`src/design/cmbs_pkg.sv`:
```
package cmbs_pkg;

    localparam int MAX_FACE_SIZE_DEF    = 64;
    localparam int WEIGHT_FRAC_BITS_DEF = 8;

    localparam int COLOR_W   = 16;
    localparam int DIR_W     = 16;
    localparam int ABS_W     = DIR_W + 1;
    localparam int FACE_W    = 3;
    localparam int XY_W      = 6;
    localparam int CFG_W     = 7;
    localparam int NUM_FACES = 6;

    localparam logic [CFG_W-1:0] FACE_SIZE_RESET = 7'd64;

    localparam logic OP_WRITE  = 1'b0;
    localparam logic OP_SAMPLE = 1'b1;

    localparam logic [FACE_W-1:0] FACE_POS_X = 3'd0;
    localparam logic [FACE_W-1:0] FACE_NEG_X = 3'd1;
    localparam logic [FACE_W-1:0] FACE_POS_Y = 3'd2;
    localparam logic [FACE_W-1:0] FACE_NEG_Y = 3'd3;
    localparam logic [FACE_W-1:0] FACE_POS_Z = 3'd4;
    localparam logic [FACE_W-1:0] FACE_NEG_Z = 3'd5;

    // [2] red, [1] green, [0] blue
    typedef logic [2:0][COLOR_W-1:0] t_rgb;

    typedef struct packed {
        logic                      opcode;
        logic [FACE_W-1:0]         face_index;
        logic [XY_W-1:0]           texel_x;
        logic [XY_W-1:0]           texel_y;
        logic [COLOR_W-1:0]        write_red;
        logic [COLOR_W-1:0]        write_green;
        logic [COLOR_W-1:0]        write_blue;
        logic signed [DIR_W-1:0]   dir_x;
        logic signed [DIR_W-1:0]   dir_y;
        logic signed [DIR_W-1:0]   dir_z;
    } t_item;

    typedef struct packed {
        logic [COLOR_W-1:0] out_red;
        logic [COLOR_W-1:0] out_green;
        logic [COLOR_W-1:0] out_blue;
        logic [FACE_W-1:0]  hit_face;
        logic               zero_direction;
    } t_result;

    typedef struct packed {
        logic              is_sample;
        logic [FACE_W-1:0] wr_face;
        logic [XY_W-1:0]   wr_x;
        logic [XY_W-1:0]   wr_y;
        t_rgb              wr_rgb;
        logic [FACE_W-1:0] hit_face;
        logic              zero_dir;
        logic              black;
    } t_side;

endpackage

```
`src/design/cmbs_divider.sv`:
```
module cmbs_divider
    import cmbs_pkg::*;
#(
    parameter int DEN_W = ABS_W,
    parameter int QW    = 14,
    parameter int NUM_W = DEN_W + QW
) (
    input  logic             i_clk,
    input  logic [NUM_W-1:0] i_num,
    input  logic [DEN_W-1:0] i_den,
    output logic [QW-1:0]    o_quo
);

    // one quotient bit per stage, MSB first; caller guarantees num < den * 2^QW
    logic [NUM_W-1:0] r_rem [QW];
    logic [DEN_W-1:0] r_den [QW];
    logic [QW-1:0]    r_quo [QW];

    for (genvar g = 0; g < QW; g++) begin : g_stage
        logic [NUM_W-1:0] rem_in;
        logic [DEN_W-1:0] den_in;
        logic [QW-1:0]    quo_in;
        logic [NUM_W-1:0] sub;
        logic             take;

        if (g == 0) begin : g_first
            assign rem_in = i_num;
            assign den_in = i_den;
            assign quo_in = '0;
        end else begin : g_next
            assign rem_in = r_rem[g-1];
            assign den_in = r_den[g-1];
            assign quo_in = r_quo[g-1];
        end

        assign sub  = NUM_W'(den_in) << (QW - 1 - g);
        assign take = (rem_in >= sub);

        always_ff @(posedge i_clk) begin
            r_rem[g] <= take ? (rem_in - sub) : rem_in;
            r_den[g] <= den_in;
            r_quo[g] <= quo_in | (take ? (QW'(1) << (QW - 1 - g)) : '0);
        end
    end

    assign o_quo = r_quo[QW-1];

endmodule

```
`config.mk`:
```
export PLATFORM = sky130hd
export DESIGN_NAME = cmbs_divider
export DESIGN_NICKNAME = d
export VERILOG_FILES = /design/src/design/cmbs_pkg.sv /design/src/design/cmbs_divider.sv
export SDC_FILE = /design/constraint.sdc
export NUM_CORES = 1
export LEC_CHECK = 0
export BUFFER_PORTS_ARGS = -buffer_cell sky130_fd_sc_hd__clkbuf_2
export CORE_UTILIZATION = 50
export CTS_CLUSTER_DIAMETER = 200
export CTS_CLUSTER_SIZE = 25
export DETAILED_ROUTE_END_ITERATION = 8
export HOLD_SLACK_MARGIN = 0.1
export PLACE_DENSITY_LB_ADDON = 0.15
export SKIP_CTS_REPAIR_TIMING = 1
export SYNTH_ARGS = -nofsm -noshare
export SYNTH_HDL_FRONTEND = slang
export SYNTH_SLANG_ARGS = --single-unit
export TNS_END_PERCENT = 20
```
`constraint.sdc`:
```
create_clock -name i_clk -period 9.1 [get_ports i_clk]
set_input_delay 0.91 -clock i_clk [delete_from_list [all_inputs] [get_ports i_clk]]
set_output_delay 0.91 -clock i_clk [all_outputs]
set_load 0.05 [all_outputs]
```
# ---- Word level (Yosys, flattened, before mapping)
# Memories as Yosys holds them, arrays and structs flattened.
# Index checks and enable logic that the tools add are counted.
dict set report totals {
  n_memories 3
  ram_bits 868
  regBits 0
  word_cells 72
  input_bits 49
}
# name words width rd rd_clocked_by_memory_dff write_ports line
set memory_table {}
lappend memory_table {r_rem 14 31 13 0 14 cmbs_divider.sv:15} ;# logic [NUM_W-1:0] r_rem [QW];
lappend memory_table {r_den 14 17 13 0 14 cmbs_divider.sv:16} ;# logic [DEN_W-1:0] r_den [QW];
lappend memory_table {r_quo 14 14 14 0 14 cmbs_divider.sv:17} ;# logic [QW-1:0] r_quo [QW];
dict set report op_classes {
  bitwise 13
  muxes 28
  add_sub_neg 14
  n_lt_le_gt_ge 14
}
# op n
set ops {}
lappend ops {{$mux 31} 14}
lappend ops {{$or 14x14->14} 3}
lappend ops {{$ge 31x17->1} 1}
lappend ops {{$ge 31x18->1} 1}
lappend ops {{$ge 31x19->1} 1}
lappend ops {{$ge 31x20->1} 1}
lappend ops {{$ge 31x21->1} 1}
lappend ops {{$ge 31x22->1} 1}
lappend ops {{$ge 31x23->1} 1}
lappend ops {{$ge 31x24->1} 1}
lappend ops {{$ge 31x25->1} 1}
lappend ops {{$ge 31x26->1} 1}
lappend ops {{$ge 31x27->1} 1}
lappend ops {{$ge 31x28->1} 1}
lappend ops {{$ge 31x29->1} 1}
lappend ops {{$ge 31x30->1} 1}
lappend ops {{$sub 31x17->31} 1}
lappend ops {{$sub 31x18->31} 1}
lappend ops {{$sub 31x19->31} 1}
lappend ops {{$sub 31x20->31} 1}
lappend ops {{$sub 31x21->31} 1}
lappend ops {{$sub 31x22->31} 1}
lappend ops {{$sub 31x23->31} 1}
lappend ops {{$sub 31x24->31} 1}
lappend ops {{30 further kinds} 30}

# ---- Longest topological paths before layout
# An unclocked memory read counts as a cell.
dict set report depth {
  depth_word 4
  mapped_depth 14
  ltp_nobuf 13
}

# ---- Worst setup path after synthesis
# Ideal clock, no wire load.
dict set report synth_timing {
  path_kind {in2reg}
  start {input port i_num[13]}
  end {memory r_rem[0][15] (netlist bit)}
  n_path_buf 2
  path_stages 14
  required_ns 8.970
  setup_slack_ns 5.657
  arrival_time_ns 3.313
  path_cell_list {inv_1 -> ha_1 -> fa_1 -> nor2b_1 -> o21bai_1 -> a21oi_1 -> nor3_1 -> o41ai_1 -> o21ai_0 -> and3_1 -> clkbuf_1 -> clkbuf_1 -> nand2_1 -> o21ai_0}
}
# item line
set synth_rtl {}
lappend synth_rtl {{from (decl)} cmbs_divider.sv:9} ;# input logic [NUM_W-1:0] i_num,
lappend synth_rtl {{to (decl)} cmbs_divider.sv:15}

==> metrics.txt <==
outcome finished, final reports clean; crit-path cells inv_1, ha_1, fa_1, nand2b_1, a21oi_1, o21ai_0, and2_1, o31ai_1, a211oi_1, o21ai_0, nor3_1, xor2_1; initial core utilization 50.7%; top-level I/O count 63; EDFF count, synth 0; ys async rst share 0%; Crit Path Max Fanout 6; R2R cell count 12; Hold Fails Final Rpt 0; pin count of the biggest net entering global routing 45; RD Place Congestion 0.961; Max Root-Sink Buffers 3; Post-DP HPWL 53.0 mm; R2R Path Start r_rem[1][64]$_DFF_P_; CTS tree built; #FFs+latches synth 729; wire length of the first global-routing pass 108 mm; Seq. cell area 14600 sq um; R2R Path End r_rem[1][121]$_DFF_P_; gr ovfl total 0; Hold EP r_quo[1][12]$_DFF_P_; Post-DRT Antenna Nets 0; most frequent CP cell o21ai_0; CTS H-tree lvls 2; setup_tns 0 ps; sequential fraction of the synthesis area 47.7%; endpoint class of the critical path register; peak supply drop 176 uV; PortBufs 62; WS Path Type register to register; max-cap check violation count 0; design area 32700 sq um; power density cells 340 nW/um^2; ant diodes 0; reg2reg setup slack 5380 ps; layout cell share with drive strength beyond 1 6.25%; DRT Pass-1 Iters 6; drt initial violations 1332; ys flop type dfxtp_1; GRT Total Usage 21.3%; chip width 249 microns; fillcell total 5381; Setup violations, final 0; Final Core Density 54.1%; Cells after Synth 3178; Worst-Margin Slew 1100 ps; Clock Skew 23.7 ps; initial antenna violation count 1; post-synth cell types 82; CTS root buffer clkbuf_16; row count 90; f_max 269 MHz; height of the die 249 microns; Synth Net Count 3478; clock slew at reported path FFs 90 ps; vias per cell 5.42; Synth warnings 0; Wirelength per Cell 16.5 microns; min cycle time layout 3720 ps; CP top delay family compound AO/OA/AOI/OAI gates; WP buf/inv 1; die area 62200 sq um; Max-Slew Margin vs Limit 26.8%; # DRC 0; total core area 60400 sq um; final wirelength 66.4 mm; CTS sink count 729; area of the multi-input gates 14600 sq um; number of global-route vias before repair 21.5k; HP Start r_quo[0][110]$_DFF_P_; CP Data Required Time 9550 ps; Worst EP arrival 4170 ps; syn avg cell area 9.63 sq um; CP startpoint kind register; Hold Crit Depth 0; vias 21.8k; fin crit share 40.9%; final slew viol count 0; CTS buffer count 35; CP max stage delay 660 ps; RSZ-0062 raised after global routing false; class of the worst hold path register to register; Critical-path top delay cell o21ai_0; DP Area 31700 sq um; clk_lat worst skew 580 ps; Post-Syn Area 30600 sq um; fin nets 3528; Leak Pwr 0.0146 uW; Layout area overhead 6.77%
worst register-to-register path: cells and delay by family, from the launching register on:
family	cells	cell delay, ps
buf+inv	1	50
flops	1	350
simple gates	3	480
fa+ha+maj	2	620
xor+xnor	1	170
compound gates	5	1920
worst max path at each step:
stage	from	endpoint	cells after the start
after global placement	i_num[13]	r_rem[0][13]$_DFF_P_	13
final	r_rem[1][64]$_DFF_P_	r_rem[1][121]$_DFF_P_	12
after CTS	r_rem[1][64]$_DFF_P_	r_rem[1][121]$_DFF_P_	12
after floorplan	i_num[13]	r_rem[0][15]$_DFF_P_	14
after detailed placement	i_num[13]	r_rem[0][17]$_DFF_P_	13
after global routing	i_num[13]	r_rem[0][29]$_DFF_P_	13
metal layers:
layer	wire length (microns)	GRT usage, %	vias up
met1	29400	25.5	10200
met5	0	0	-
met3	2130	2.23	112
met4	1900	7.20	0
met2	33000	39.2	445
li1	-	-	11000
cells in the final DEF, fill, tap and decap left out, types with 16 or more instances in the layout:
cell type	count
a211oi_1	16
a21o_1	90
a21oi_1	230
a31oi_1	16
and3_1	20
clkbuf_16	36
clkbuf_2	62
dfxtp_1	729
ha_1	238
inv_1	301
mux2_2	53
nand2_1	215
nand2b_1	44
nand3_1	47
nand4_1	37
nor2_1	194
nor2b_1	34
nor3_1	70
nor4_1	39
o21a_1	31
o21ai_0	197
or2_2	16
or3_1	22
xnor2_1	134
xor2_1	115
where the power goes:
| group | leakage [uW] | switching [uW] | internal [uW] |
|---|---|---|---|
| Combinational | 0.00801 | 2580 | 2150 |
| Clock | 0.000466 | 959 | 723 |
| Sequential | 0.00613 | 619 | 4080 |
| Total | 0.0146 | 4150 | 6960 |
stage by stage:
step                hold WS, ps  cells  worst slack, ps  power [uW]
floorplan                   310   3178             5660        8310
global placement            310   3973             4930        9330
detailed placement          312   3973             4890        9440
CTS                         331   4012             5450       11200
global route                334   4012             5120       12000
finish                      331   4012             5380       11100
cell families after synthesis:
family / share of synthesized area, %
fa+ha+maj: 10.6
compound gates: 14.4
simple gates: 13.5
mux: 2.11
buf+inv: 4.57
xor+xnor: 7.13
flops: 47.7
registers in the layout (all words and copies together), names as in the netlist:
register and cells:
r_quo 105, r_rem 403, r_den 221
cells in the mapped netlist (20+ instances only):
master,number,area (sq um)
a21o_1,90,676
a21oi_1,230,1150
and3_1,20,125
clkbuf_1,36,135
dfxtp_1,729,14600
ha_1,238,2980
inv_1,301,1130
mux2_2,53,597
nand2_1,215,807
nand2b_1,44,275
nand3_1,47,235
nand4_1,37,231
nor2_1,194,728
nor2b_1,34,213
nor3_1,70,350
nor4_1,39,244
o21a_1,31,233
o21ai_0,198,991
or3_1,22,138
xnor2_1,134,1170
xor2_1,115,1010
layout make-up:
type / count / share of cell area, %
clock buffers: 36 / 2.76
clock inverters: 3 / 0.169
inverters: 301 / 3.46
multi-input cells: 2090 / 44.8
flip-flops and latches: 729 / 44.7
well taps: 782 / 3.00
repair buffers: 71 / 1.16
Note: power is estimated with default switching activity, not from simulation.
