$ cat src/design/cmbs_pkg.sv
package cmbs_pkg;

    localparam int MAX_FACE_SIZE_DEF    = 64;
    localparam int WEIGHT_FRAC_BITS_DEF = 8;

    localparam int COLOR_W   = 16;
    localparam int DIR_W     = 16;
    localparam int ABS_W     = DIR_W + 1;
    localparam int FACE_W    = 3;
    localparam int XY_W      = 6;
    localparam int CFG_W     = 7;
    localparam int NUM_FACES = 6;

    localparam logic [CFG_W-1:0] FACE_SIZE_RESET = 7'd64;

    localparam logic OP_WRITE  = 1'b0;
    localparam logic OP_SAMPLE = 1'b1;

    localparam logic [FACE_W-1:0] FACE_POS_X = 3'd0;
    localparam logic [FACE_W-1:0] FACE_NEG_X = 3'd1;
    localparam logic [FACE_W-1:0] FACE_POS_Y = 3'd2;
    localparam logic [FACE_W-1:0] FACE_NEG_Y = 3'd3;
    localparam logic [FACE_W-1:0] FACE_POS_Z = 3'd4;
    localparam logic [FACE_W-1:0] FACE_NEG_Z = 3'd5;

    // [2] red, [1] green, [0] blue
    typedef logic [2:0][COLOR_W-1:0] t_rgb;

    typedef struct packed {
        logic                      opcode;
        logic [FACE_W-1:0]         face_index;
        logic [XY_W-1:0]           texel_x;
        logic [XY_W-1:0]           texel_y;
        logic [COLOR_W-1:0]        write_red;
        logic [COLOR_W-1:0]        write_green;
        logic [COLOR_W-1:0]        write_blue;
        logic signed [DIR_W-1:0]   dir_x;
        logic signed [DIR_W-1:0]   dir_y;
        logic signed [DIR_W-1:0]   dir_z;
    } t_item;

    typedef struct packed {
        logic [COLOR_W-1:0] out_red;
        logic [COLOR_W-1:0] out_green;
        logic [COLOR_W-1:0] out_blue;
        logic [FACE_W-1:0]  hit_face;
        logic               zero_direction;
    } t_result;

    typedef struct packed {
        logic              is_sample;
        logic [FACE_W-1:0] wr_face;
        logic [XY_W-1:0]   wr_x;
        logic [XY_W-1:0]   wr_y;
        t_rgb              wr_rgb;
        logic [FACE_W-1:0] hit_face;
        logic              zero_dir;
        logic              black;
    } t_side;

endpackage

$ cat src/design/cmbs_face_map.sv
module cmbs_face_map
    import cmbs_pkg::*;
#(
    parameter int CW = 6,
    parameter int W  = 8
) (
    input  logic                      i_clk,
    input  logic                      i_rst_n,
    input  logic                      i_vld,
    input  t_item                     i_item,
    input  logic [CW-1:0]             i_size_m1,
    input  logic                      i_size_zero,
    output logic                      o_vld,
    output t_side                     o_side,
    output logic [ABS_W+CW+W-1:0]     o_num_u,
    output logic [ABS_W+CW+W-1:0]     o_num_v,
    output logic [ABS_W-1:0]          o_den
);

    localparam int PROD_W = ABS_W + CW;
    localparam int NUM_W  = ABS_W + CW + W;

    logic signed [ABS_W-1:0] dx, dy, dz, ax, ay, az, sc, tc, ma;
    logic [FACE_W-1:0]       face;
    logic                    zero;
    logic [ABS_W-1:0]        n_snum, n_tnum;
    t_side                   n_side;

    logic                    r1_vld, r2_vld;
    t_side                   r1_side, r2_side;
    logic [ABS_W-1:0]        r1_snum, r1_tnum, r1_ma;
    logic [ABS_W+CW+W-1:0]   r2_num_u, r2_num_v;
    logic [ABS_W-1:0]        r2_den;

    always_comb begin
        dx = ABS_W'(i_item.dir_x);
        dy = ABS_W'(i_item.dir_y);
        dz = ABS_W'(i_item.dir_z);
        ax = dx[ABS_W-1] ? -dx : dx;
        ay = dy[ABS_W-1] ? -dy : dy;
        az = dz[ABS_W-1] ? -dz : dz;
        zero = (dx == '0) && (dy == '0) && (dz == '0);
        if (ax >= ay && ax >= az) begin
            face = (dx > 0) ? FACE_POS_X : FACE_NEG_X;
            ma   = ax;
            sc   = (dx > 0) ? -dz : dz;
            tc   = -dy;
        end else if (ay >= az) begin
            face = (dy > 0) ? FACE_POS_Y : FACE_NEG_Y;
            ma   = ay;
            sc   = dx;
            tc   = (dy > 0) ? dz : -dz;
        end else begin
            face = (dz > 0) ? FACE_POS_Z : FACE_NEG_Z;
            ma   = az;
            sc   = (dz > 0) ? dx : -dx;
            tc   = -dy;
        end
        if (zero) begin
            face = FACE_POS_X;
        end
        // sc + ma lies in 0..2^16, exact modulo 2^17
        n_snum = sc + ma;
        n_tnum = tc + ma;

        n_side.is_sample = (i_item.opcode == OP_SAMPLE);
        n_side.wr_face   = i_item.face_index;
        n_side.wr_x      = i_item.texel_x;
        n_side.wr_y      = i_item.texel_y;
        n_side.wr_rgb    = {i_item.write_red, i_item.write_green, i_item.write_blue};
        n_side.hit_face  = face;
        n_side.zero_dir  = zero;
        n_side.black     = zero || i_size_zero;
    end

    always_ff @(posedge i_clk) begin
        if (!i_rst_n) begin
            r1_vld <= 1'b0;
            r2_vld <= 1'b0;
        end else begin
            r1_vld <= i_vld;
            r2_vld <= r1_vld;
        end
    end

    // num * 2^W / (2 * ma) taken as num * 2^(W-1) / ma; 2 * ma needs one bit more
    always_ff @(posedge i_clk) begin
        r1_side  <= n_side;
        r1_snum  <= n_snum;
        r1_tnum  <= n_tnum;
        r1_ma    <= ma;
        r2_side  <= r1_side;
        r2_num_u <= NUM_W'({PROD_W'(r1_snum) * PROD_W'(i_size_m1), (W - 1)'(0)});
        r2_num_v <= NUM_W'({PROD_W'(r1_tnum) * PROD_W'(i_size_m1), (W - 1)'(0)});
        r2_den   <= r1_ma;
    end

    assign o_vld   = r2_vld;
    assign o_side  = r2_side;
    assign o_num_u = r2_num_u;
    assign o_num_v = r2_num_v;
    assign o_den   = r2_den;

endmodule

$ cat config.mk
export PLATFORM = sky130hd
export DESIGN_NAME = cmbs_face_map
export DESIGN_NICKNAME = d
export VERILOG_FILES = /design/src/design/cmbs_pkg.sv /design/src/design/cmbs_face_map.sv
export SDC_FILE = /design/constraint.sdc
export NUM_CORES = 1
export LEC_CHECK = 0
export CAP_MARGIN = 15
export CORE_UTILIZATION = 35
export CTS_BUF_LIST = sky130_fd_sc_hd__clkbuf_16
export DETAILED_ROUTE_END_ITERATION = 6
export DONT_BUFFER_PORTS = 1
export GPL_ROUTABILITY_DRIVEN = 0
export GPL_TIMING_DRIVEN = 0
export PLACE_DENSITY = 0.59
export REMOVE_ABC_BUFFERS = 1
export SKIP_LAST_GASP = 1
export SYNTH_ARGS = -nofsm -noshare
export SYNTH_HDL_FRONTEND = slang
export SYNTH_SLANG_ARGS = --single-unit
$ cat constraint.sdc
create_clock -name i_clk -period 24.1 [get_ports i_clk]
set_input_delay 4.82 -clock i_clk [delete_from_list [all_inputs] [get_ports i_clk]]
set_output_delay 4.82 -clock i_clk [all_outputs]
set_load 0.05 [all_outputs]
; After elaboration in Yosys (flattened, before gate mapping)
; Index checks and enable logic that the tools add are counted.
[totals]
output_inout_bits = 149
wordCells = 65
ff_bits = 254
inputBits = 122
[classes]
reduce_logical = 7
n_addsub = 5
n_mux = 17
magnitude_cmp = 6
mul = 2
[op_table]
columns = operator, count
row1 = $mux 17, 12
row2 = $ge 17x17->1, 3
row3 = $logic_not 17->1, 3
row4 = $neg 16->17, 3
row5 = $gt 16x1->1 const B, 3
row6 = $mul 17x6->23, 2
row7 = $add 17x17->17, 2
row8 = $mux 3, 2
row9 = $logic_and 1x1->1, 3
row10 = $mux 1, 3
row11 = $logic_or 1x1->1, 1

; Depth between registers and ports, before layout
[logic_depth]
word_depth = 6
ltp_mapped = 36
mapped_depth_nobuf = 33

; Worst setup path after synthesis
; OpenSTA, ideal clock, no wires.
[synth_timing]
path_kind = in2reg
start = in i_item[0] (netlist bit)
end = reg r1_snum[16]
setup_slack_ns = 12.438
t_required_ns = 24.014
setup_time_ns = 0.086
stages = 32
n_path_buf = 3
arrival_ns = 11.576
cell_sequence = inv_1 ha_1 or3b_2 clkbuf_1 or2_2 or3_1 or3_1 or3_1 inv_1 ha_1 inv_1 ha_1 nand4b_1 a211oi_1 a21boi_1 a21oi_1 buf_2 buf_1 mux2_2 a21oi_1 ha_1 nor2b_1 o21ai_0 nand2b_1 a21o_1 maj3_1 nand2_1 o21a_1 a21oi_1 a211o_1 and3_1 a211oi_1
[synth_via]
elab_chain_cells = 6
word_cells_on_any_way = 13
cone_classes = add/sub: 2 / order compare: 3 / mux: 7 / reduce/logical: 1
[synth_lines]
columns = item, line_no
row1 = "start, declared", cmbs_face_map.sv:10  ; input t_item i_item,
row2 = $neg 16->17, cmbs_face_map.sv:41  ; az = dz[ABS_W-1] ? -dz : dz;
row3 = $mux 17 (*), cmbs_face_map.sv:41
row4 = "$ge 17x17->1, on equally long branches", "cmbs_face_map.sv:48, cmbs_face_map.sv:43"
row5 = $mux 17 / $logic_and 1x1->1 (equally long branches), "cmbs_face_map.sv:48, cmbs_face_map.sv:43"
row6 = $mux 17 (*), cmbs_face_map.sv:43  ; if (ax >= ay && ax >= az) begin
row7 = via ma[2], cmbs_face_map.sv:23  ; logic signed [ABS_W-1:0] dx, dy, dz, ax, ay, az, sc, tc, ma;
row8 = $add 17x17->17 (*), cmbs_face_map.sv:63  ; n_snum = sc + ma;
row9 = via n_snum[16], cmbs_face_map.sv:26  ; logic [ABS_W-1:0] n_snum, n_tnum;
row10 = "end signal, assigned", cmbs_face_map.sv:89  ; r1_snum <= n_snum;
row11 = "end, declared", cmbs_face_map.sv:31  ; logic [ABS_W-1:0] r1_snum, r1_tnum, r1_ma;
; Mark *: on every way through the listed nets, which the timed path passes. The rest lies on a longest branch.
; A chain may end at the register's enable or synchronous reset.

; Final worst setup path
[layout_timing]
start = in i_item[0] (netlist bit)
end = reg r1_snum[16]
[layout_via]
elab_chain_cells = 6
word_cells_on_any_way = 13
cone_classes = add/sub: 2 / order compare: 3 / mux: 7 / reduce/logical: 1
[layout_lines]
columns = item, line_no
row1 = $neg 16->17, "cmbs_face_map.sv:41, cmbs_face_map.sv:46"
row2 = $mux 17, cmbs_face_map.sv:41
row3 = "$ge 17x17->1, on equally long branches", "cmbs_face_map.sv:48, cmbs_face_map.sv:43"
row4 = $mux 17 / $logic_and 1x1->1 (equally long branches), "cmbs_face_map.sv:48, cmbs_face_map.sv:43"
row5 = $mux 17, cmbs_face_map.sv:43
row6 = $add 17x17->17 (*), cmbs_face_map.sv:63
row7 = via n_snum[16], cmbs_face_map.sv:26
; Marks and branches as above.

==> results.json <==
{
  "synth_area_leader_cell": "dfxtp_1",
  "coreArea_mm2": 0.0469,
  "routedWlPerCell_um": 17.2,
  "drc": 32,
  "cts-root-buf": "clkbuf_16",
  "synth_top_area_share": 0.304,
  "tns_ns": 0,
  "fill_cells": 4686,
  "busiest_layer": "met2",
  "synth_seq_cells": 254,
  "num_vias": 11876,
  "maxSlewHeadroom": 0.319,
  "netlist_top_cells_area": "dfxtp_1, fa_1, ha_1",
  "whs_ns": 0.319,
  "initial_core_util": 0.357,
  "clk-insertion-delay-late_ns": 0.56,
  "outcome": "complete, but fails checks",
  "postCtsHoldBufs": 0,
  "grt_pass1_vias": 11614,
  "synth_cell_types": 79,
  "ys.flop_type": "dfxtp_1",
  "htree_levels": 1,
  "final_common_cell": "dfxtp_1",
  "chipHeight_um": 220,
  "ctsResizeCount": 0,
  "die_x_um": 220,
  "post_cts_buffers": 0,
  "synth_edf_count": 0,
  "rsz0062_at_grt": "false",
  "drv_cap": 0,
  "pre_cts_ws_ns": 11.29,
  "grt_pass1_wl_mm": 63.7,
  "hold_path_class": "reg2reg",
  "critPathRequiredTime_ns": 24.58,
  "crit_path_frequent_cell": "inv_1",
  "grt_use_total": 0.168,
  "layout-drive-gt1-share": 0.0669,
  "first_iter_violations": 820,
  "yosys_warnings": 0,
  "antenna_found_initial": 2,
  "grt_max_degree": 45,
  "use_met1": 0.205,
  "grt-ovfl-total": 0,
  "antenna_left": 0,
  "slew_viol_final": 0,
  "min_period_over_period": 0.511,
  "io_pins": 271,
  "tightestPinTransition_ns": 1.01,
  "clk_pin_slew_ns": 0.06,
  "cts_tree": "built",
  "dpl.hpwl_mm": 33.4,
  "clock_skew_ns": 0.0108,
  "ys_seq_area_frac": 0.304,
  "rows": 79,
  "netlist_area_mm2": 0.0167,
  "endpoint_kind": "flip-flop",
  "synth_cells": 1793,
  "critPathArrivalTime_ns": 12.79,
  "cp-start-kind": "input port",
  "finalSetupViolCount": 0,
  "grt_use_met3": 0.0412,
  "final_cell_mix": "dfxtp_1, nand2_1, inv_1",
  "n_antenna_cell": 0,
  "max_stage_delay_ns": 0.80,
  "cts.sinks": 254,
  "avgSynthCellArea_um2": 9.32,
  "cp_max_fo": 30,
  "drt_wl_total_mm": 41.1,
  "criticalPathCategory": "in2reg",
  "nNetsFinal": 2146,
  "hold_viol": 0,
  "timing.final.ws_setup_ns": 11.78,
  "min_period_ns": 12.32,
  "via_per_inst": 4.98,
  "synthToLayoutAreaGrowth_pct": 8.76,
  "layoutNonFillerInstCount": 2387,
  "fmax_mhz": 81.2,
  "clockBufferDepth": 3,
  "dieArea_mm2": 0.0486,
  "port_buffers": 0,
  "cts_buffers": 30,
  "first_pass_iters": 7,
  "synth-async-reset-ratio": 0,
  "violations": "design-rule violations",
  "place_inst": 2332,
  "gr-usage-met2": 0.296,
  "critical-path-slowest-cell": "a21oi_4"
}
==> stage by stage <==
| stage | utilization | cell area (µm²) |
|---|---|---|
| final | 0.388 | 18200 |
| after global routing | 0.388 | 18200 |
| after CTS | 0.388 | 18200 |
| after detailed placement | 0.366 | 17100 |
| after global placement | 0.365 | 17100 |
| after floorplan | - | 16400 |
==> final timing paths <==
path	from	to	slack, ns	depth (start not counted)
hold reg to reg	r1_ma[3]	o_den[3]	0.32	0
hold / removal	r1_ma[3]	o_den[3]	0.32	0
setup reg to reg	r1_snum[2]	o_num_u[28]	18.88	22
setup / recovery	i_item[0]	r1_snum[16]	11.78	32
==> layer usage <==
layer | wire [µm] | vias to the layer above
li1 | - | 5752
met1 | 17100 | 5673
met2 | 19900 | 401
met3 | 3540 | 48
met4 | 592 | 2
met5 | 13 | -
==> Yosys cell counts (all sizes together), types with 19 or more instances <==
cell,instances
dfxtp,254
nand2,242
inv,190
ha,143
fa,124
xnor2,106
a21oi,102
nor2,97
xor2,62
clkbuf,53
and2,47
o21ai,42
buf,31
a21o,27
nor3,20
o21bai,19
==> critical path: cells and delay by family <==
| kind | cells | cell delay, ns |
|---|---|---|
| fa+ha+maj | 5 | 1.32 |
| simple gates | 12 | 3.37 |
| mux | 1 | 0.32 |
| buf+inv | 4 | 0.35 |
| compound gates | 10 | 2.55 |
==> cell type report <==
type,count,area [µm²],share of cell area
multi-input combinational,1279,10600,0.582
sequential,254,5080,0.280
clock buffer,31,776,0.0427
tap,607,759,0.0418
inverter,191,717,0.0395
clock inverter,24,246,0.0136
timing repair buffer,1,20.0,0.00110
==> flip-flops by register name, indices dropped and copies added, names as in the netlist <==
| signal | count |
|---|---|
| o_den | 17 |
| r1_side | 69 |
| o_vld | 1 |
| o_num_u | 23 |
| r1_tnum | 17 |
| o_side | 69 |
| r1_snum | 17 |
| r1_ma | 17 |
| o_num_v | 23 |
| r1_vld | 1 |
==> kinds of logic after synthesis <==
kind of cell | count (synthesis) | synth area share
other | 1 | 0.000224
muxes | 20 | 0.0134
DFF | 254 | 0.304
AOI/OAI and AO/OA | 283 | 0.119
and+or+nand+nor | 517 | 0.143
buffers and inverters | 275 | 0.0675
xor gates and xnor gates | 168 | 0.0919
adders and majority gates | 275 | 0.261
Power is left out: the tool's default activity adds up to more than one toggle a clock period on the data nets, which glitch-free logic cannot reach.
